<file path="config.mk">
export PLATFORM = sky130hd
export DESIGN_NAME = sha512mh_front
export DESIGN_NICKNAME = d
export VERILOG_FILES = /design/src/rtl/sha512mh_pkg.sv /design/src/rtl/sha512mh_front.sv
export SDC_FILE = /design/constraint.sdc
export NUM_CORES = 1
export LEC_CHECK = 0
export BUFFER_PORTS_ARGS = -buffer_cell sky130_fd_sc_hd__buf_2
export CAP_MARGIN = 0
export CORE_UTILIZATION = 30
export CTS_CLUSTER_SIZE = 12
export DETAILED_ROUTE_END_ITERATION = 10
export PLACE_DENSITY_LB_ADDON = 0.12
export RECOVER_POWER = 100
export SETUP_SLACK_MARGIN = 0.4
export SYNTH_ARGS = -nofsm -noshare
export SYNTH_HDL_FRONTEND = slang
export SYNTH_SLANG_ARGS = --single-unit
</file>
<file path="constraint.sdc">
create_clock -name clk -period 3.65 [get_ports clk]
set_clock_uncertainty 0.2 [all_clocks]
set_input_delay 0.5475 -clock clk [delete_from_list [all_inputs] [get_ports clk]]
set_output_delay 0.5475 -clock clk [all_outputs]
set_load 0.01 [all_outputs]
</file>
<file path="src/rtl/sha512mh_pkg.sv">
package sha512mh_pkg;

	localparam int QDEPTH_DEF = 4;
	localparam int WORDS_PER_BLOCK = 16;
	localparam int ROUNDS = 80;

	typedef struct packed {
		logic [63:0] word;
		logic        last;
	} blk_word_t;

	function automatic logic [63:0] rotr(input logic [63:0] x, input int n);
		return (x >> n) | (x << (64 - n));
	endfunction

	function automatic logic [63:0] big_s0(input logic [63:0] x);
		return rotr(x, 28) ^ rotr(x, 34) ^ rotr(x, 39);
	endfunction

	function automatic logic [63:0] big_s1(input logic [63:0] x);
		return rotr(x, 14) ^ rotr(x, 18) ^ rotr(x, 41);
	endfunction

	function automatic logic [63:0] small_s0(input logic [63:0] x);
		return rotr(x, 1) ^ rotr(x, 8) ^ (x >> 7);
	endfunction

	function automatic logic [63:0] small_s1(input logic [63:0] x);
		return rotr(x, 19) ^ rotr(x, 61) ^ (x >> 6);
	endfunction

	function automatic logic [63:0] iv_word(input logic [2:0] i);
		logic [63:0] r;
		case (i)
			3'd0: r = 64'h6a09e667f3bcc908;
			3'd1: r = 64'hbb67ae8584caa73b;
			3'd2: r = 64'h3c6ef372fe94f82b;
			3'd3: r = 64'ha54ff53a5f1d36f1;
			3'd4: r = 64'h510e527fade682d1;
			3'd5: r = 64'h9b05688c2b3e6c1f;
			3'd6: r = 64'h1f83d9abfb41bd6b;
			default: r = 64'h5be0cd19137e2179;
		endcase
		return r;
	endfunction

	function automatic logic [63:0] round_key(input logic [6:0] t);
		logic [63:0] k;
		case (t)
			7'd0: k = 64'h428a2f98d728ae22;
			7'd1: k = 64'h7137449123ef65cd;
			7'd2: k = 64'hb5c0fbcfec4d3b2f;
			7'd3: k = 64'he9b5dba58189dbbc;
			7'd4: k = 64'h3956c25bf348b538;
			7'd5: k = 64'h59f111f1b605d019;
			7'd6: k = 64'h923f82a4af194f9b;
			7'd7: k = 64'hab1c5ed5da6d8118;
			7'd8: k = 64'hd807aa98a3030242;
			7'd9: k = 64'h12835b0145706fbe;
			7'd10: k = 64'h243185be4ee4b28c;
			7'd11: k = 64'h550c7dc3d5ffb4e2;
			7'd12: k = 64'h72be5d74f27b896f;
			7'd13: k = 64'h80deb1fe3b1696b1;
			7'd14: k = 64'h9bdc06a725c71235;
			7'd15: k = 64'hc19bf174cf692694;
			7'd16: k = 64'he49b69c19ef14ad2;
			7'd17: k = 64'hefbe4786384f25e3;
			7'd18: k = 64'h0fc19dc68b8cd5b5;
			7'd19: k = 64'h240ca1cc77ac9c65;
			7'd20: k = 64'h2de92c6f592b0275;
			7'd21: k = 64'h4a7484aa6ea6e483;
			7'd22: k = 64'h5cb0a9dcbd41fbd4;
			7'd23: k = 64'h76f988da831153b5;
			7'd24: k = 64'h983e5152ee66dfab;
			7'd25: k = 64'ha831c66d2db43210;
			7'd26: k = 64'hb00327c898fb213f;
			7'd27: k = 64'hbf597fc7beef0ee4;
			7'd28: k = 64'hc6e00bf33da88fc2;
			7'd29: k = 64'hd5a79147930aa725;
			7'd30: k = 64'h06ca6351e003826f;
			7'd31: k = 64'h142929670a0e6e70;
			7'd32: k = 64'h27b70a8546d22ffc;
			7'd33: k = 64'h2e1b21385c26c926;
			7'd34: k = 64'h4d2c6dfc5ac42aed;
			7'd35: k = 64'h53380d139d95b3df;
			7'd36: k = 64'h650a73548baf63de;
			7'd37: k = 64'h766a0abb3c77b2a8;
			7'd38: k = 64'h81c2c92e47edaee6;
			7'd39: k = 64'h92722c851482353b;
			7'd40: k = 64'ha2bfe8a14cf10364;
			7'd41: k = 64'ha81a664bbc423001;
			7'd42: k = 64'hc24b8b70d0f89791;
			7'd43: k = 64'hc76c51a30654be30;
			7'd44: k = 64'hd192e819d6ef5218;
			7'd45: k = 64'hd69906245565a910;
			7'd46: k = 64'hf40e35855771202a;
			7'd47: k = 64'h106aa07032bbd1b8;
			7'd48: k = 64'h19a4c116b8d2d0c8;
			7'd49: k = 64'h1e376c085141ab53;
			7'd50: k = 64'h2748774cdf8eeb99;
			7'd51: k = 64'h34b0bcb5e19b48a8;
			7'd52: k = 64'h391c0cb3c5c95a63;
			7'd53: k = 64'h4ed8aa4ae3418acb;
			7'd54: k = 64'h5b9cca4f7763e373;
			7'd55: k = 64'h682e6ff3d6b2b8a3;
			7'd56: k = 64'h748f82ee5defb2fc;
			7'd57: k = 64'h78a5636f43172f60;
			7'd58: k = 64'h84c87814a1f0ab72;
			7'd59: k = 64'h8cc702081a6439ec;
			7'd60: k = 64'h90befffa23631e28;
			7'd61: k = 64'ha4506cebde82bde9;
			7'd62: k = 64'hbef9a3f7b2c67915;
			7'd63: k = 64'hc67178f2e372532b;
			7'd64: k = 64'hca273eceea26619c;
			7'd65: k = 64'hd186b8c721c0c207;
			7'd66: k = 64'heada7dd6cde0eb1e;
			7'd67: k = 64'hf57d4f7fee6ed178;
			7'd68: k = 64'h06f067aa72176fba;
			7'd69: k = 64'h0a637dc5a2c898a6;
			7'd70: k = 64'h113f9804bef90dae;
			7'd71: k = 64'h1b710b35131c471b;
			7'd72: k = 64'h28db77f523047d84;
			7'd73: k = 64'h32caab7b40c72493;
			7'd74: k = 64'h3c9ebe0a15c9bebc;
			7'd75: k = 64'h431d67c49c100d4c;
			7'd76: k = 64'h4cc5d4becb3e42b6;
			7'd77: k = 64'h597f299cfc657e2a;
			7'd78: k = 64'h5fcb6fab3ad6faec;
			7'd79: k = 64'h6c44198c4a475817;
			default: k = 64'h0;
		endcase
		return k;
	endfunction

endpackage

</file>
<file path="src/rtl/sha512mh_front.sv">
module sha512mh_front (
	input  logic                   clk,
	input  logic                   arst_n,
	input  logic                   in_valid,
	output logic                   in_ready,
	input  logic [63:0]            message_word,
	input  logic [3:0]             valid_bytes,
	input  logic                   final_word,
	output logic                   q_valid,
	input  logic                   q_ready,
	output sha512mh_pkg::blk_word_t q_data
);
	import sha512mh_pkg::*;

	typedef enum logic [1:0] {
		F_IN  = 2'b01,
		F_PAD = 2'b10
	} fstate_t;

	fstate_t     state_q;
	logic [3:0]  slot_q;
	logic [63:0] total_q;
	logic        need80_q;
	logic        zero_q;

	logic [3:0]  nb;
	logic [3:0]  nb_eff;
	logic [63:0] padded;
	logic        push;
	logic        accept;
	logic        len_now;

	assign nb     = (valid_bytes > 4'd8) ? 4'd8 : valid_bytes;
	assign nb_eff = final_word ? nb : 4'd8;

	// keep the leading nb bytes, 0x80 right after them, zeros below
	always_comb begin
		for (int i = 0; i < 8; i++) begin
			if (4'(i) < nb) begin
				padded[63 - 8*i -: 8] = message_word[63 - 8*i -: 8];
			end else if (4'(i) == nb) begin
				padded[63 - 8*i -: 8] = 8'h80;
			end else begin
				padded[63 - 8*i -: 8] = 8'h00;
			end
		end
	end

	// length goes in the last slot only if the slot before it is pad zero
	assign len_now = (slot_q == 4'd15) && zero_q && !need80_q;

	always_comb begin
		q_data.word = 64'h0;
		q_data.last = 1'b0;
		q_valid     = 1'b0;
		in_ready    = 1'b0;
		case (state_q)
			F_IN: begin
				in_ready    = q_ready;
				q_valid     = in_valid;
				q_data.word = (final_word && nb != 4'd8) ? padded : message_word;
			end
			F_PAD: begin
				q_valid = 1'b1;
				if (need80_q) begin
					q_data.word = 64'h8000000000000000;
				end else if (len_now) begin
					q_data.word = {total_q[60:0], 3'b000};
					q_data.last = 1'b1;
				end
			end
			default: ;
		endcase
	end

	assign push   = q_valid && q_ready;
	assign accept = in_valid && in_ready;

	always_ff @(posedge clk or negedge arst_n) begin
		if (!arst_n) begin
			state_q  <= F_IN;
			slot_q   <= 4'd0;
			total_q  <= 64'd0;
			need80_q <= 1'b0;
			zero_q   <= 1'b0;
		end else begin
			if (push) begin
				slot_q <= slot_q + 4'd1;
			end
			case (state_q)
				F_IN: begin
					if (accept) begin
						total_q <= total_q + {60'd0, nb_eff};
						if (final_word) begin
							state_q  <= F_PAD;
							need80_q <= (nb == 4'd8);
							zero_q   <= 1'b0;
						end
					end
				end
				F_PAD: begin
					if (push) begin
						if (need80_q) begin
							need80_q <= 1'b0;
						end else if (len_now) begin
							state_q <= F_IN;
							total_q <= 64'd0;
							zero_q  <= 1'b0;
						end else begin
							zero_q <= 1'b1;
						end
					end
				end
				default: state_q <= F_IN;
			endcase
		end
	end

endmodule

</file>
==> impl_metrics.toml <==
[yosys]
yosysWarnings = 0
synth_top_cells_by_count = "68 x dfrtp_1, 59 x a21oi_1, 53 x a22o_1"
ys.flop_type = "dfrtp_1"
syn_avg_cell_area_sq_um = 8.61
ys_seq_elements = 69
synth_most_common_cell = "dfrtp_1"
synth.net_count = 636
seq_area_frac_synth = 0.362
synth_edf_count = 0
synthCells = 555
synthTopCellsByArea = "dfrtp_1 36%, a22o_1 9.7%, a21oi_1 6.2%"
netlist.area_leader.share = 0.356
syn_area_sq_um = 4780
netlist-cell-type-count = 59
synth_top_area_cell = "dfrtp_1"
async_reset_ff_frac = 1.00

[timing]
fmax_ghz = 0.304
hold_viol_final = 0
slew_violations = 34
finalCritPeriodShare = 0.901
rsz0062_at_grt = "false"
setup_viol = 0
finalCriticalPeriod_ps = 3290
worst_slew_pin_slew_ps = 1900
setup_tns_ps = 0
slew_headroom = -0.267

[clocking]
clkLatencyLatePin_ps = 340
cts_buffers = 9
cts_tree = "done"
ctsRootBufferMaster = "clkbuf_16"
postCtsHoldBufs = 0
cts_sinks = 69
cts.htree.levels = 3
path_clk_slew_ps = 60
cts.path.max_buffers = 2

[die]
core_area_sq_um = 15400
ioPinCount = 140
start_util = 0.311
die_width_um = 128
rows = 45
die_y_um = 128
die_area_sq_um = 16400

[finish]
n_fill_cell = 1579
diodes = 0
final_nets = 774
instances_no_fill = 908
syn_to_final_growth_pct = 27.4
drive_gt1_frac = 0.242

[global_route]
gr-total-overflow = 0
grt_antenna_before_repair = 0
grt_pass1_wl_um = 24900
grt_max_degree = 58
grtUsageTotal = 0.197
grt_pass1_vias = 4680

[placed_design]
gp_congestion = 0.879
portBuffers = 139
dp_hpwl_um = 11500
dp.cells = 893

[hold_path]
hp-class = "reg2reg"

[power]
power_density_nw_per_um2 = 545
ir_drop_uv = 250
leakage_uw = 0.00262

[worst_setup_path]
crit_buf_inv = 4
worst_setup_path_end_kind = "output port"
cp_cell_sequence = "inv_1 -> ha_1 -> clkinv_1 -> nor4_4 -> buf_12 -> nand2_1 -> o31ai_1 -> buf_2"
slowest_delay_ps = 450
crit_family = "buffers and inverters"
cp-start-kind = "register"
critical_path_class = "reg2out"
crit_slowest_cell = "ha_1"
crit_required_ps = 2900
arrival_ps = 2540
path_max_fanout = 30

[routing]
drc = 0
postRouteAntennaNets = 0
routed_wl_um = 15800
first_iter_violations = 195
wl_per_cell_um = 17.4
via_per_inst = 5.58
via_count = 5070
dr.pass1.iters = 5

[status]
violations = "max-capacitance violations, max-slew violations"
status = "finished, violations left"

[run]
max_cap_viol_count = 1
==> layer usage <==
layer,part of all wire,GRT usage
met1,0.47,0.270
met3,0.051,0.0230
met2,0.47,0.316
met4,0.018,0.0747
met5,0,0
==> per-stage QoR <==
| step | area [sq um] | util | total power, uW | hold WS, ps | setup slack (ps) |
|---|---|---|---|---|---|
| 2_1_floorplan | 4780 | - | 1840 | 51.9 | 466 |
| 3_3_place_gp | 5810 | 0.378 | 2430 | 286 | 381 |
| 3_5_place_dp | 5810 | 0.378 | 2450 | 296 | 302 |
| 4_1_cts | 6110 | 0.398 | 3360 | 136 | 414 |
| 5_1_grt | 6090 | 0.396 | 3530 | 330 | 209 |
| 6_report | 6090 | 0.396 | 3320 | 302 | 361 |
==> state kept, by name, summed over array words and instances, names as in the netlist <==
signal,flops
need80_q,1
zero_q,1
state_q,2
total_q,61
slot_q,4
==> worst paths after layout <==
path	depth (start not counted)	end	start	slack, ps
setup / recovery	8	q_data[32]	state_q[0]	360
hold / removal	1	slot_q[0]	slot_q[0]	300
setup reg to reg	8	total_q[30]	state_q[0]	460
hold reg to reg	1	slot_q[0]	slot_q[0]	300
max in group asynchronous	2	slot_q[1]	arst_n	890
min in group asynchronous	1	total_q[0]	arst_n	530
==> report_power, final <==
part	leakage (uW)	internal (uW)	switching [uW]
clock	0.000143	563	325
sequential	0.000943	848	89.1
combinational	0.00153	597	894
total	0.00262	2010	1310
==> cell type report <==
| type | count | area (sq um) | area share |
|---|---|---|---|
| Clock buffer | 14 | 264 | 0.0434 |
| Multi-Input combinational cell | 439 | 2900 | 0.477 |
| Sequential cell | 69 | 1730 | 0.284 |
| Tap cell | 211 | 264 | 0.0434 |
| Timing Repair Buffer | 161 | 850 | 0.140 |
| Clock inverter | 1 | 30.0 | 0.00493 |
| Inverter | 13 | 48.8 | 0.00802 |
==> kinds of logic after synthesis <==
kind of cell	Yosys count	synth area share
mux	2	0.00471
simple gates	223	0.273
xor+xnor	9	0.0165
fa+ha+maj	8	0.0225
compound gates	197	0.282
buf+inv	47	0.0398
flops	69	0.362
==> what timing repair did <==
item                       in CTS  in global routing
gates cloned                    0                  0
gates resized for setup         3                  8
buffers inserted                0                  0
setup endpoints to repair      38                 43
pin swaps                       0                  1
==> cells in the final DEF, fill, tap and decap left out, types with 3 or more instances in the layout <==
cell	netlist	layout
o21ai_0	37	37
nand2b_1	3	3
buf_4	0	14
nand4_1	24	24
xnor2_1	3	3
nand4_2	3	3
o41ai_1	5	5
xor2_1	6	6
or4_1	24	24
and2_0	1	3
o31ai_1	25	25
nand2_1	49	49
a21oi_1	59	58
clkbuf_1	22	30
nor3_1	4	4
nand3_1	20	20
buf_2	11	114
nor2_1	27	24
ha_1	7	7
or3_1	23	23
and4_1	6	6
dfrtp_1	68	68
and2_1	9	7
inv_1	11	11
and3_1	10	10
clkbuf_16	0	9
a22o_1	53	53
No activity file was read; power rests on OpenSTA's default activity.
