[src/rtl/sha512mh_pkg.sv]
package sha512mh_pkg;

	localparam int QDEPTH_DEF = 4;
	localparam int WORDS_PER_BLOCK = 16;
	localparam int ROUNDS = 80;

	typedef struct packed {
		logic [63:0] word;
		logic        last;
	} blk_word_t;

	function automatic logic [63:0] rotr(input logic [63:0] x, input int n);
		return (x >> n) | (x << (64 - n));
	endfunction

	function automatic logic [63:0] big_s0(input logic [63:0] x);
		return rotr(x, 28) ^ rotr(x, 34) ^ rotr(x, 39);
	endfunction

	function automatic logic [63:0] big_s1(input logic [63:0] x);
		return rotr(x, 14) ^ rotr(x, 18) ^ rotr(x, 41);
	endfunction

	function automatic logic [63:0] small_s0(input logic [63:0] x);
		return rotr(x, 1) ^ rotr(x, 8) ^ (x >> 7);
	endfunction

	function automatic logic [63:0] small_s1(input logic [63:0] x);
		return rotr(x, 19) ^ rotr(x, 61) ^ (x >> 6);
	endfunction

	function automatic logic [63:0] iv_word(input logic [2:0] i);
		logic [63:0] r;
		case (i)
			3'd0: r = 64'h6a09e667f3bcc908;
			3'd1: r = 64'hbb67ae8584caa73b;
			3'd2: r = 64'h3c6ef372fe94f82b;
			3'd3: r = 64'ha54ff53a5f1d36f1;
			3'd4: r = 64'h510e527fade682d1;
			3'd5: r = 64'h9b05688c2b3e6c1f;
			3'd6: r = 64'h1f83d9abfb41bd6b;
			default: r = 64'h5be0cd19137e2179;
		endcase
		return r;
	endfunction

	function automatic logic [63:0] round_key(input logic [6:0] t);
		logic [63:0] k;
		case (t)
			7'd0: k = 64'h428a2f98d728ae22;
			7'd1: k = 64'h7137449123ef65cd;
			7'd2: k = 64'hb5c0fbcfec4d3b2f;
			7'd3: k = 64'he9b5dba58189dbbc;
			7'd4: k = 64'h3956c25bf348b538;
			7'd5: k = 64'h59f111f1b605d019;
			7'd6: k = 64'h923f82a4af194f9b;
			7'd7: k = 64'hab1c5ed5da6d8118;
			7'd8: k = 64'hd807aa98a3030242;
			7'd9: k = 64'h12835b0145706fbe;
			7'd10: k = 64'h243185be4ee4b28c;
			7'd11: k = 64'h550c7dc3d5ffb4e2;
			7'd12: k = 64'h72be5d74f27b896f;
			7'd13: k = 64'h80deb1fe3b1696b1;
			7'd14: k = 64'h9bdc06a725c71235;
			7'd15: k = 64'hc19bf174cf692694;
			7'd16: k = 64'he49b69c19ef14ad2;
			7'd17: k = 64'hefbe4786384f25e3;
			7'd18: k = 64'h0fc19dc68b8cd5b5;
			7'd19: k = 64'h240ca1cc77ac9c65;
			7'd20: k = 64'h2de92c6f592b0275;
			7'd21: k = 64'h4a7484aa6ea6e483;
			7'd22: k = 64'h5cb0a9dcbd41fbd4;
			7'd23: k = 64'h76f988da831153b5;
			7'd24: k = 64'h983e5152ee66dfab;
			7'd25: k = 64'ha831c66d2db43210;
			7'd26: k = 64'hb00327c898fb213f;
			7'd27: k = 64'hbf597fc7beef0ee4;
			7'd28: k = 64'hc6e00bf33da88fc2;
			7'd29: k = 64'hd5a79147930aa725;
			7'd30: k = 64'h06ca6351e003826f;
			7'd31: k = 64'h142929670a0e6e70;
			7'd32: k = 64'h27b70a8546d22ffc;
			7'd33: k = 64'h2e1b21385c26c926;
			7'd34: k = 64'h4d2c6dfc5ac42aed;
			7'd35: k = 64'h53380d139d95b3df;
			7'd36: k = 64'h650a73548baf63de;
			7'd37: k = 64'h766a0abb3c77b2a8;
			7'd38: k = 64'h81c2c92e47edaee6;
			7'd39: k = 64'h92722c851482353b;
			7'd40: k = 64'ha2bfe8a14cf10364;
			7'd41: k = 64'ha81a664bbc423001;
			7'd42: k = 64'hc24b8b70d0f89791;
			7'd43: k = 64'hc76c51a30654be30;
			7'd44: k = 64'hd192e819d6ef5218;
			7'd45: k = 64'hd69906245565a910;
			7'd46: k = 64'hf40e35855771202a;
			7'd47: k = 64'h106aa07032bbd1b8;
			7'd48: k = 64'h19a4c116b8d2d0c8;
			7'd49: k = 64'h1e376c085141ab53;
			7'd50: k = 64'h2748774cdf8eeb99;
			7'd51: k = 64'h34b0bcb5e19b48a8;
			7'd52: k = 64'h391c0cb3c5c95a63;
			7'd53: k = 64'h4ed8aa4ae3418acb;
			7'd54: k = 64'h5b9cca4f7763e373;
			7'd55: k = 64'h682e6ff3d6b2b8a3;
			7'd56: k = 64'h748f82ee5defb2fc;
			7'd57: k = 64'h78a5636f43172f60;
			7'd58: k = 64'h84c87814a1f0ab72;
			7'd59: k = 64'h8cc702081a6439ec;
			7'd60: k = 64'h90befffa23631e28;
			7'd61: k = 64'ha4506cebde82bde9;
			7'd62: k = 64'hbef9a3f7b2c67915;
			7'd63: k = 64'hc67178f2e372532b;
			7'd64: k = 64'hca273eceea26619c;
			7'd65: k = 64'hd186b8c721c0c207;
			7'd66: k = 64'heada7dd6cde0eb1e;
			7'd67: k = 64'hf57d4f7fee6ed178;
			7'd68: k = 64'h06f067aa72176fba;
			7'd69: k = 64'h0a637dc5a2c898a6;
			7'd70: k = 64'h113f9804bef90dae;
			7'd71: k = 64'h1b710b35131c471b;
			7'd72: k = 64'h28db77f523047d84;
			7'd73: k = 64'h32caab7b40c72493;
			7'd74: k = 64'h3c9ebe0a15c9bebc;
			7'd75: k = 64'h431d67c49c100d4c;
			7'd76: k = 64'h4cc5d4becb3e42b6;
			7'd77: k = 64'h597f299cfc657e2a;
			7'd78: k = 64'h5fcb6fab3ad6faec;
			7'd79: k = 64'h6c44198c4a475817;
			default: k = 64'h0;
		endcase
		return k;
	endfunction

endpackage

[src/rtl/sha512mh_queue.sv]
module sha512mh_queue #(
	parameter int DEPTH = sha512mh_pkg::QDEPTH_DEF
) (
	input  logic                    clk,
	input  logic                    arst_n,
	input  logic                    push_valid,
	output logic                    push_ready,
	input  sha512mh_pkg::blk_word_t push_data,
	output logic                    pop_valid,
	input  logic                    pop_ready,
	output sha512mh_pkg::blk_word_t pop_data
);
	import sha512mh_pkg::*;

	localparam int PW = (DEPTH > 1) ? $clog2(DEPTH) : 1;
	localparam int CW = $clog2(DEPTH + 1);

	blk_word_t       mem_q [DEPTH];
	logic [PW-1:0]   wr_q;
	logic [PW-1:0]   rd_q;
	logic [CW-1:0]   cnt_q;
	logic            do_push;
	logic            do_pop;

	assign push_ready = (cnt_q != CW'(DEPTH));
	assign pop_valid  = (cnt_q != '0);
	assign pop_data   = mem_q[rd_q];
	assign do_push    = push_valid && push_ready;
	assign do_pop     = pop_valid && pop_ready;

	always_ff @(posedge clk) begin
		if (do_push) begin
			mem_q[wr_q] <= push_data;
		end
	end

	always_ff @(posedge clk or negedge arst_n) begin
		if (!arst_n) begin
			wr_q  <= '0;
			rd_q  <= '0;
			cnt_q <= '0;
		end else begin
			if (do_push) begin
				wr_q <= (wr_q == PW'(DEPTH - 1)) ? '0 : wr_q + PW'(1);
			end
			if (do_pop) begin
				rd_q <= (rd_q == PW'(DEPTH - 1)) ? '0 : rd_q + PW'(1);
			end
			case ({do_push, do_pop})
				2'b10:   cnt_q <= cnt_q + CW'(1);
				2'b01:   cnt_q <= cnt_q - CW'(1);
				default: cnt_q <= cnt_q;
			endcase
		end
	end

endmodule

[config.mk]
export PLATFORM = sky130hd
export DESIGN_NAME = sha512mh_queue
export DESIGN_NICKNAME = d
export VERILOG_FILES = /design/src/rtl/sha512mh_pkg.sv /design/src/rtl/sha512mh_queue.sv
export SDC_FILE = /design/constraint.sdc
export NUM_CORES = 1
export LEC_CHECK = 0
export ABC_AREA = 1
export ABC_CLOCK_PERIOD_IN_PS = 4800
export BUFFER_PORTS_ARGS = -buffer_cell sky130_fd_sc_hd__buf_2
export CAP_MARGIN = 5
export CORE_MARGIN = 2
export CORE_UTILIZATION = 48
export CTS_BUF_LIST = sky130_fd_sc_hd__clkbuf_8 sky130_fd_sc_hd__clkbuf_16
export CTS_CLUSTER_DIAMETER = 50
export CTS_CLUSTER_SIZE = 14
export DETAILED_ROUTE_END_ITERATION = 6
export PLACE_DENSITY_LB_ADDON = 0.3
export SLEW_MARGIN = 10
export SYNTH_ARGS = -nofsm -noshare
export SYNTH_HDL_FRONTEND = slang
export SYNTH_SLANG_ARGS = --single-unit
[constraint.sdc]
create_clock -name clk -period 4.8 [get_ports clk]
set_clock_uncertainty 0.05 [all_clocks]
set_input_delay 0.24 -clock clk [delete_from_list [all_inputs] [get_ports clk]]
set_output_delay 0.24 -clock clk [all_outputs]
set_load 0.01 [all_outputs]
==> summary.md, run 1 <==
The run finished with clean final reports. During placement, the flow inserted port buffers numbering 135. For this block, the initial DRC count from the detailed router was 437.

After floorplanning, the core was sized to cover 21,960 sq um. The first global-routing pass estimated 33,820 um of wire. Data on the critical path is required at its endpoint by 4.51 ns. The reported max-cap violation count is 0, and the number of flops mapped to enable cells by yosys is 260. The internal portion of the total power is 0.005224 W. The total number of H-tree levels is 1.

Of the post-synthesis cell area, the part taken by muxes is 0%. Yosys mapped the design onto 17 distinct sky130hd cell types. The post-synthesis average cell area is 13.20 sq um, and the post-synthesis share of cell area spent on and, or, nand and nor gates is 7.903%. The tools report the initial core utilization as 49.10%. In the synthesized netlist the dominant register cell turns out to be sky130_fd_sc_hd__edfxtp_1. In this run the worst setup path terminates at pop_data[64]. The number of nets produced by synthesis was 893; the fraction of layout instances using a drive strength above 1 was 18.62%. The portion of synthesized cell area occupied by the leading cell type was 72.41%; the wire length per cell after detailed routing was 15.79 um. Met1 track utilization from global routing: 25.04%.

The analysis attributes to cell leakage a power of 5.335 nW. Cells fill 60.39% of the core in the end. In this run the critical register-to-register path is captured at mem_q[2][28].

The clock network fraction of total power came out at 27.8%. The total detailed-routing wirelength was 20,880 um; the final setup TNS was 0 ns. The number of global-route vias before repair was 6,414; the share of flip-flops with an asynchronous set or reset after synthesis was 2.622%. By area the synthesized netlist is led by sky130_fd_sc_hd__edfxtp_1 (72%), sky130_fd_sc_hd__o211ai_1 (9.1%), sky130_fd_sc_hd__nand2_1 (7.3%).

For the final weighted congestion of routability-driven global placement, the log shows 0.7136. The largest area contributor in the synthesized netlist is sky130_fd_sc_hd__edfxtp_1. For met2 alone, demand over resource in global routing was 30.33%.

The synthesized netlist devotes 0.08123% of its cell area to XOR and XNOR gates. By count the netlist is led by sky130_fd_sc_hd__edfxtp_1 (260), sky130_fd_sc_hd__nand2_1 (210), sky130_fd_sc_hd__inv_1 (143), sky130_fd_sc_hd__o211ai_1 (130), sky130_fd_sc_hd__buf_2 (17). The cell sitting at the root of the clock tree is a sky130_fd_sc_hd__clkbuf_16. The tightest min-delay check is of the in2reg type. Among all cell types in the netlist, the one instantiated most often is sky130_fd_sc_hd__edfxtp_1.

In the routed design, unresolved DRC markers number 0. For this run, the total global-route usage over all layers was measured as 17.92%. Counting the fill cells in the layout gives 1,666. Buffers added to address setup during post-CTS repair amount to 0.

Arrival time at the worst endpoint: 2.66 ns. The number of antenna diodes in the final layout is 0. The proportion of power drawn by flip-flops and latches was 41.5%.

Summing all flip-flop and latch instances after layout gives 7988 sq um. The area of the mapped netlist was 10,780 sq um; the residual antenna-violating net count after detailed routing was 0. Synthesis handed over a netlist of 817 instances. In this run the most used layer during global routing was met2. The worst register-to-register path has a setup slack of 2.12 ns.

The met3 track utilization from global routing was 2.847%. The final critical path takes up 61.39% of the cycle. Yosys printed 0 warnings. The number of antenna violations at the first check in global routing was 0. The number of max-slew violations in the final report is 0.

The count of endpoints failing hold in the final timing report is 0, and the clock transition at the register clock pins on the worst setup and hold paths after CTS is 0.07 ns. The via count was 6,572; the area share of fa/ha/maj cells after synthesis was 0.8820%. The run gives 11,670 um as the post-detailed-placement half-perimeter wirelength. Summing the areas of all compound-gate instances in the mapped netlist gives 9.098% of the synthesized area. From bottom edge to top edge, the die measures 153.9 um. The power density over the cells came out at 594.4 nW/um^2. TritonCTS built the clock tree. Tracing the worst setup path back leads to its startpoint at rd_q[0].

The number of CTS-inserted buffers is 29, and the measured slew at the worst slew-check pin is 1.161 ns. Setup repair after global routing left no endpoint under its margin. The top fanout value on the critical path works out to 88.

For this run the aggregate overflow at the end of global routing stands at 0. Headroom to the max-slew limit came out at 22.38%. The completed layout was analyzed and its total power is 0.007882 W.

The startpoint of the worst hold path was push_data[49]. The maximum clock frequency was 0.3393 GHz; the sequential fraction of the synthesis area was 74.04%. The number of placed I/O pins came out at 136.

The logs give 4 for the number of detailed-route iterations in the first pass and 1,095 for the net total in the final layout. The tree built by TritonCTS fans out to 267 sinks. Startpoint of the lowest-slack register-to-register path: cnt_q[0].

Relative to the synthesized area, the layout overhead comes to 22.99%. The maximum buffer depth of the clock tree came out at 3. The worst setup path is launched from a flip-flop. The worst setup path is captured at a primary output. The worst register-to-register path has a depth of 5. From left edge to right edge, the die measures 153.9 um. For this design the total switching power over the nets is 0.002658 W. By startpoint and endpoint, the worst setup path is classified as reg2out. The run gives 0 as the final count of negative-setup-slack endpoints. By area, the combinational part of the netlist is dominated by compound AO/OA/AOI/OAI gates. The average via count per standard cell is 4.971.

The logs give 114 for the maximum number of pins on one net before global-route repair and 54 for the row count. In this run switching power makes up 33.72% of total power. The register bit total from synthesis came out at 267. The insertion delay of the later-clocked pin in the worst-skew pair was 0.53 ns; the minimum clock period was 2.947 ns. The area enclosed by the die boundary was 23,680 sq um. The worst-case IR drop observed on VDD is 0.5099 mV. In this run, the combinational gates consume 30.7% of the power. In the final layout, the multi-input gates occupy 1967 sq um.
==> area by class of cell <==
class / count / share of cell area, %
Sequential cell: 267 / 60.24
Multi-Input combinational cell: 363 / 14.83
Timing Repair Buffer: 214 / 10.98
Clock buffer: 29 / 5.473
Inverter: 144 / 4.076
Tap cell: 280 / 2.642
Clock inverter: 25 / 1.755
==> worst min-delay path by stage <==
stage / to / slack, ns / depth (start not counted)
2_1_floorplan: cnt_q[0] / -0.11 / 0
3_3_place_gp: wr_q[1] / 0.03 / 1
3_5_place_dp: wr_q[1] / 0.03 / 1
4_1_cts: mem_q[0][49] / 0.38 / 2
5_1_grt: mem_q[0][49] / 0.39 / 2
6_report: mem_q[0][49] / 0.40 / 2
==> placed cells by master, fill, tap and decap left out, drive strengths merged, types with 3 or more instances in the layout <==
cell           n
clkbuf        29
clkinv         6
buf          144
nor2           6
dlygate4sd3   70
bufinv         4
nand2        210
ha             6
edfxtp       260
dfrtp          7
inv          156
nand3          7
clkinvlp       3
o211ai       130
==> metal layers <==
layer	up-vias	wire length (um)
li1	3240	-
met3	21	1062
met5	-	0
met4	0	237
met2	161	10010
met1	3150	9570
==> logic make-up after synthesis <==
logic type / after synthesis
AO/OA/AOI/OAI: 131
XOR/XNOR: 1
adder cells (fa/ha/maj): 7
buffers and inverters: 187
flip-flops: 267
AND/OR/NAND/NOR: 224
==> registers in the layout, summed over array words and instances, names as in the netlist <==
signal  cells
wr_q        2
cnt_q       3
rd_q        2
mem_q     260
==> worst max-delay path, stage by stage (launching register included) <==
cell and delay (ns):
sky130_fd_sc_hd__dfrtp_4 0.98, sky130_fd_sc_hd__buf_4 0.63, sky130_fd_sc_hd__nand2_1 0.13, sky130_fd_sc_hd__o211ai_1 0.12
sky130_fd_sc_hd__nand2_1 0.10, sky130_fd_sc_hd__buf_2 0.15
==> power by group through the flow <==
stage | Clock, W | Sequential (W) | Combinational (W)
finish | 0.00219 | 0.00327 | 0.00242
global route | 0.00232 | 0.00332 | 0.00273
detailed placement | 0 | 0.00332 | 0.00242
floorplan | 0 | 0.00323 | 0.00175
CTS | 0.00224 | 0.00327 | 0.00247
global placement | 0 | 0.00330 | 0.00238
==> per-stage QoR <==
| stage | area, sq um | std cells | setup WS, ns | hold WS, ns |
|---|---|---|---|---|
| final | 13260 | 1322 | 1.853 | 0.4019 |
| after global routing | 13260 | 1322 | 1.608 | 0.3869 |
| after CTS | 13260 | 1322 | 1.782 | 0.3779 |
| after detailed placement | 11600 | 1198 | 2.079 | 0.03248 |
| after global placement | 11600 | 1198 | 2.125 | 0.03431 |
| after floorplan | 10780 | 817 | 0.7582 | -0.1056 |
==> timing repair <==
| item | 4_1_cts | 5_1_grt |
|---|---|---|
| hold endpoints to repair | 271 | 0 |
| hold buffers | 70 | 0 |
| setup endpoints to repair | 0 | 0 |
| resized for setup | 0 | 0 |
No activity file was read; power rests on OpenSTA's default activity.
==> run 2, diff against run 1 <==
--- a/config.mk
+++ b/config.mk
@@ -6,7 +6,7 @@
 export NUM_CORES = 1
 export LEC_CHECK = 0
 export ABC_AREA = 1
-export ABC_CLOCK_PERIOD_IN_PS = 4800
+export ABC_CLOCK_PERIOD_IN_PS = 2900
 export BUFFER_PORTS_ARGS = -buffer_cell sky130_fd_sc_hd__buf_2
 export CAP_MARGIN = 5
 export CORE_MARGIN = 2
==> constraint.sdc (replaced) <==
create_clock -name clk -period 2.9 [get_ports clk]
set_clock_uncertainty 0.05 [all_clocks]
set_input_delay 0.145 -clock clk [delete_from_list [all_inputs] [get_ports clk]]
set_output_delay 0.145 -clock clk [all_outputs]
set_load 0.01 [all_outputs]
==> run 2 against run 1 <==
Compared with the run above:
- routed wire length shrank 0.34%
- die area is the same
- critical path depth is the same
- highest routed layer is now met5
- clock power grew 53%
- sequential power grew 64%
- first-iteration DRC count shrank 18%
- utilization is essentially flat
- critical endpoint is now pop_data[19]
==> summary.md, run 2 (synthesis results as in run 1) <==
The flow ran to the end, and the final reports show no timing, DRC or antenna violations. Average via count per standard cell: 4.955 (-0.32%). For the total placed cells including tap cells, the log shows 1,201 (+0.25%).

The final weighted congestion of routability-driven global placement is 0.7525 (+5.5%), and the number of gates resized after CTS is 0 (unchanged). The type of the worst setup path is reg2out. The largest registers in the layout are mem_q x260, cnt_q x3.

The minimum clock period works out to 2.400 ns. The run gives 0 (unchanged) as the residual antenna-violating net count after detailed routing. The clock transition at the register clock pins on the worst setup and hold paths after CTS is 0.06 ns (about the same), and the final worst-path cycle share is 82.75%.

The top cell types in the final layout, fill and taps aside, are sky130_fd_sc_hd__edfxtp_1 (260), sky130_fd_sc_hd__nand2_1 (210), sky130_fd_sc_hd__inv_1 (151). The run gives 0 (unchanged) as the post-CTS setup buffer count. The number of global-route vias before repair was 6,460 (+0.72%); the peak ir drop on the vdd network was 0.6842 mV (+34%). The overall die width is 153.9 um (unchanged), and the top fanout value on the critical path is 87 (-1.1%). The count of hold buffers inserted by post-cts repair came out at 69 (-1.4%).

Launching element type of the critical path: a flip-flop. In this run the clock root is driven by a sky130_fd_sc_hd__clkbuf_16. The run gives 3 (unchanged) as the maximum buffer depth of the clock tree. The number of detailed-route iterations in the first pass is 4 (unchanged), and the number of cells in the finished layout apart from fillers is 1,317 (-0.38%). The standard cell core area is 21,960 sq um (unchanged). The quantity of I/O buffers inserted on ports works out to 135 (unchanged). First-pass GRT wire length: 33,300 um (-1.5%). The number of max-slew violations in the final report came out at 0 (unchanged). The TritonCTS sink count came out at 267 (unchanged). The remaining routing DRC violations was 0 (unchanged); the measured slew at the worst slew-check pin was 0.7995 ns (-0.3619 ns). The endpoint required time on the critical path was 2.71 ns (-1.80 ns).

For the net total in the final layout, the log shows 1,094 (-0.091%). The kind of end point of the critical path was a primary output. The fraction of layout instances using a drive strength above 1 was 18.53% (-0.085 points).

The arrival time at the worst endpoint is 2.20 ns (-0.46 ns), and the insertion delay of the later-clocked pin in the worst-skew pair is 0.51 ns (-0.02 ns). The count of endpoints failing hold in the final timing report was 0 (unchanged). The via count was 6,526 (-0.70%). The maximum clock frequency came out at 0.4167 GHz.

The total detailed-routing wirelength is 20,810 um (-0.34%). The starting DRC count in detailed routing was 358 (-18%); the post-detailed-placement half-perimeter wirelength was 12,060 um (+3.3%). The fill cell total of the finished layout is 1,668 (+0.12%), and the count of cells along the worst register-to-register path is 10 (+5).

The tools report the initial core utilization as 49.10% (unchanged). The number of CTS-inserted buffers is 26 (-10%), and the overall die height is 153.9 um (unchanged). The tools report the leakage power figure as 5.316 nW (-0.34%). The cell depth of the worst min-delay path was 2 (unchanged); the row count was 54 (unchanged).

The number of placed I/O pins came out at 136 (unchanged). The wire length per cell after detailed routing is 15.80 um (about the same). The tools report the number of antenna violations at the first check in global routing as 2 (+2).

In this run the worst hold path is classified as in2reg. The end-of-flow core utilization came out at 60.36% (about the same). The area overhead of the layout relative to synthesis came out at 22.93% (about the same).

TritonCTS built the clock tree. Reported max-cap violation count: 0 (unchanged). For the area enclosed by the die boundary, the log shows 23,680 sq um (unchanged). The tools report the final count of negative-setup-slack endpoints as 0 (unchanged).

The relative slew slack is 46.70% (+24 points), and the number of flip-flops in the largest register is 260 (unchanged). The total congestion overflow was 0 (unchanged). Setup repair after global routing left no endpoint under its margin. Counting flops per register, the top entry is mem_q. The power density over the cells came out at 972.6 nW/um^2 (+64%). The overall global routing resource usage is 17.71% (-0.21 points), and the maximum number of pins on one net before global-route repair is 88 (-23%).

The total number of H-tree levels came out at 1 (unchanged). The library cell used most frequently in the layout, excluding fill and tap cells, is sky130_fd_sc_hd__edfxtp_1.
## run 2: changes by cell type in the layout (fill, tap and decap cells not counted)
cell                            before  now
sky130_fd_sc_hd__clkbuf_16          29   27
sky130_fd_sc_hd__inv_1             152  151
sky130_fd_sc_hd__bufinv_16           4    3
sky130_fd_sc_hd__dlygate4sd3_1      70   69
sky130_fd_sc_hd__buf_4               8    5
sky130_fd_sc_hd__buf_12              1    7
sky130_fd_sc_hd__clkbuf_8            0    1
sky130_fd_sc_hd__clkinv_1            2    0
sky130_fd_sc_hd__inv_6               2    1
sky130_fd_sc_hd__diode_2             0    1
sky130_fd_sc_hd__clkinv_2            4    2
## run 2: layer usage
metal	routed length, um	GRT usage, %
met4	321	4.317
met1	9210	23.84
met3	1212	3.636
met5	13	0
met2	10050	29.90
## run 2: area by class of cell
type | instances | area (sq um) | share of cell area, %
well taps | 280 | 350.3 | 2.643
inverters | 144 | 540.5 | 4.078
multi-input cells | 363 | 1967 | 14.84
repair buffers | 216 | 1544 | 11.65
clock buffers | 28 | 689.4 | 5.202
diodes | 1 | 2.502 | 0.01888
clock inverters | 18 | 172.7 | 1.303
flip-flops and latches | 267 | 7988 | 60.27
## run 2: worst max-delay path, cell delays in order, from the launching register on
cell and delay [ns]:
sky130_fd_sc_hd__dfrtp_4 0.80, sky130_fd_sc_hd__buf_12 0.38, sky130_fd_sc_hd__nand2_1 0.12, sky130_fd_sc_hd__o211ai_1 0.10, sky130_fd_sc_hd__nand2_1 0.09, sky130_fd_sc_hd__buf_2 0.15
## run 2: where the power goes
group / internal [W] / switching [W] / total (W)
clock network: 0.00198 / 0.00136 / 0.00334
logic: 0.00149 / 0.00271 / 0.00420
registers: 0.00507 / 0.000279 / 0.00535
## run 2: worst paths after layout
check                      slack [ns]     startpoint      endpoint
hold / removal                   0.33  push_data[59]  mem_q[3][59]
hold reg to reg                  0.42       cnt_q[0]      cnt_q[0]
max in group asynchronous        1.95         arst_n       rd_q[0]
min in group asynchronous        0.57         arst_n       rd_q[0]
setup reg to reg                 0.61       cnt_q[1]      cnt_q[2]
setup / recovery                 0.50        rd_q[0]  pop_data[19]
## run 2: metrics by stage
stage	setup TNS [ns]	setup slack (ns)	hold slack, ns	power (W)	cell area (sq um)
2_1_floorplan	-25.69	-0.09882	-0.2006	0.008216	10790
3_3_place_gp	0	0.7878	-0.05906	0.009519	11700
3_5_place_dp	0	0.6866	-0.05694	0.009632	11700
4_1_cts	0	0.4749	0.3113	0.01305	13250
5_1_grt	0	0.3230	0.3238	0.01367	13250
6_report	0	0.5002	0.3299	0.01289	13250
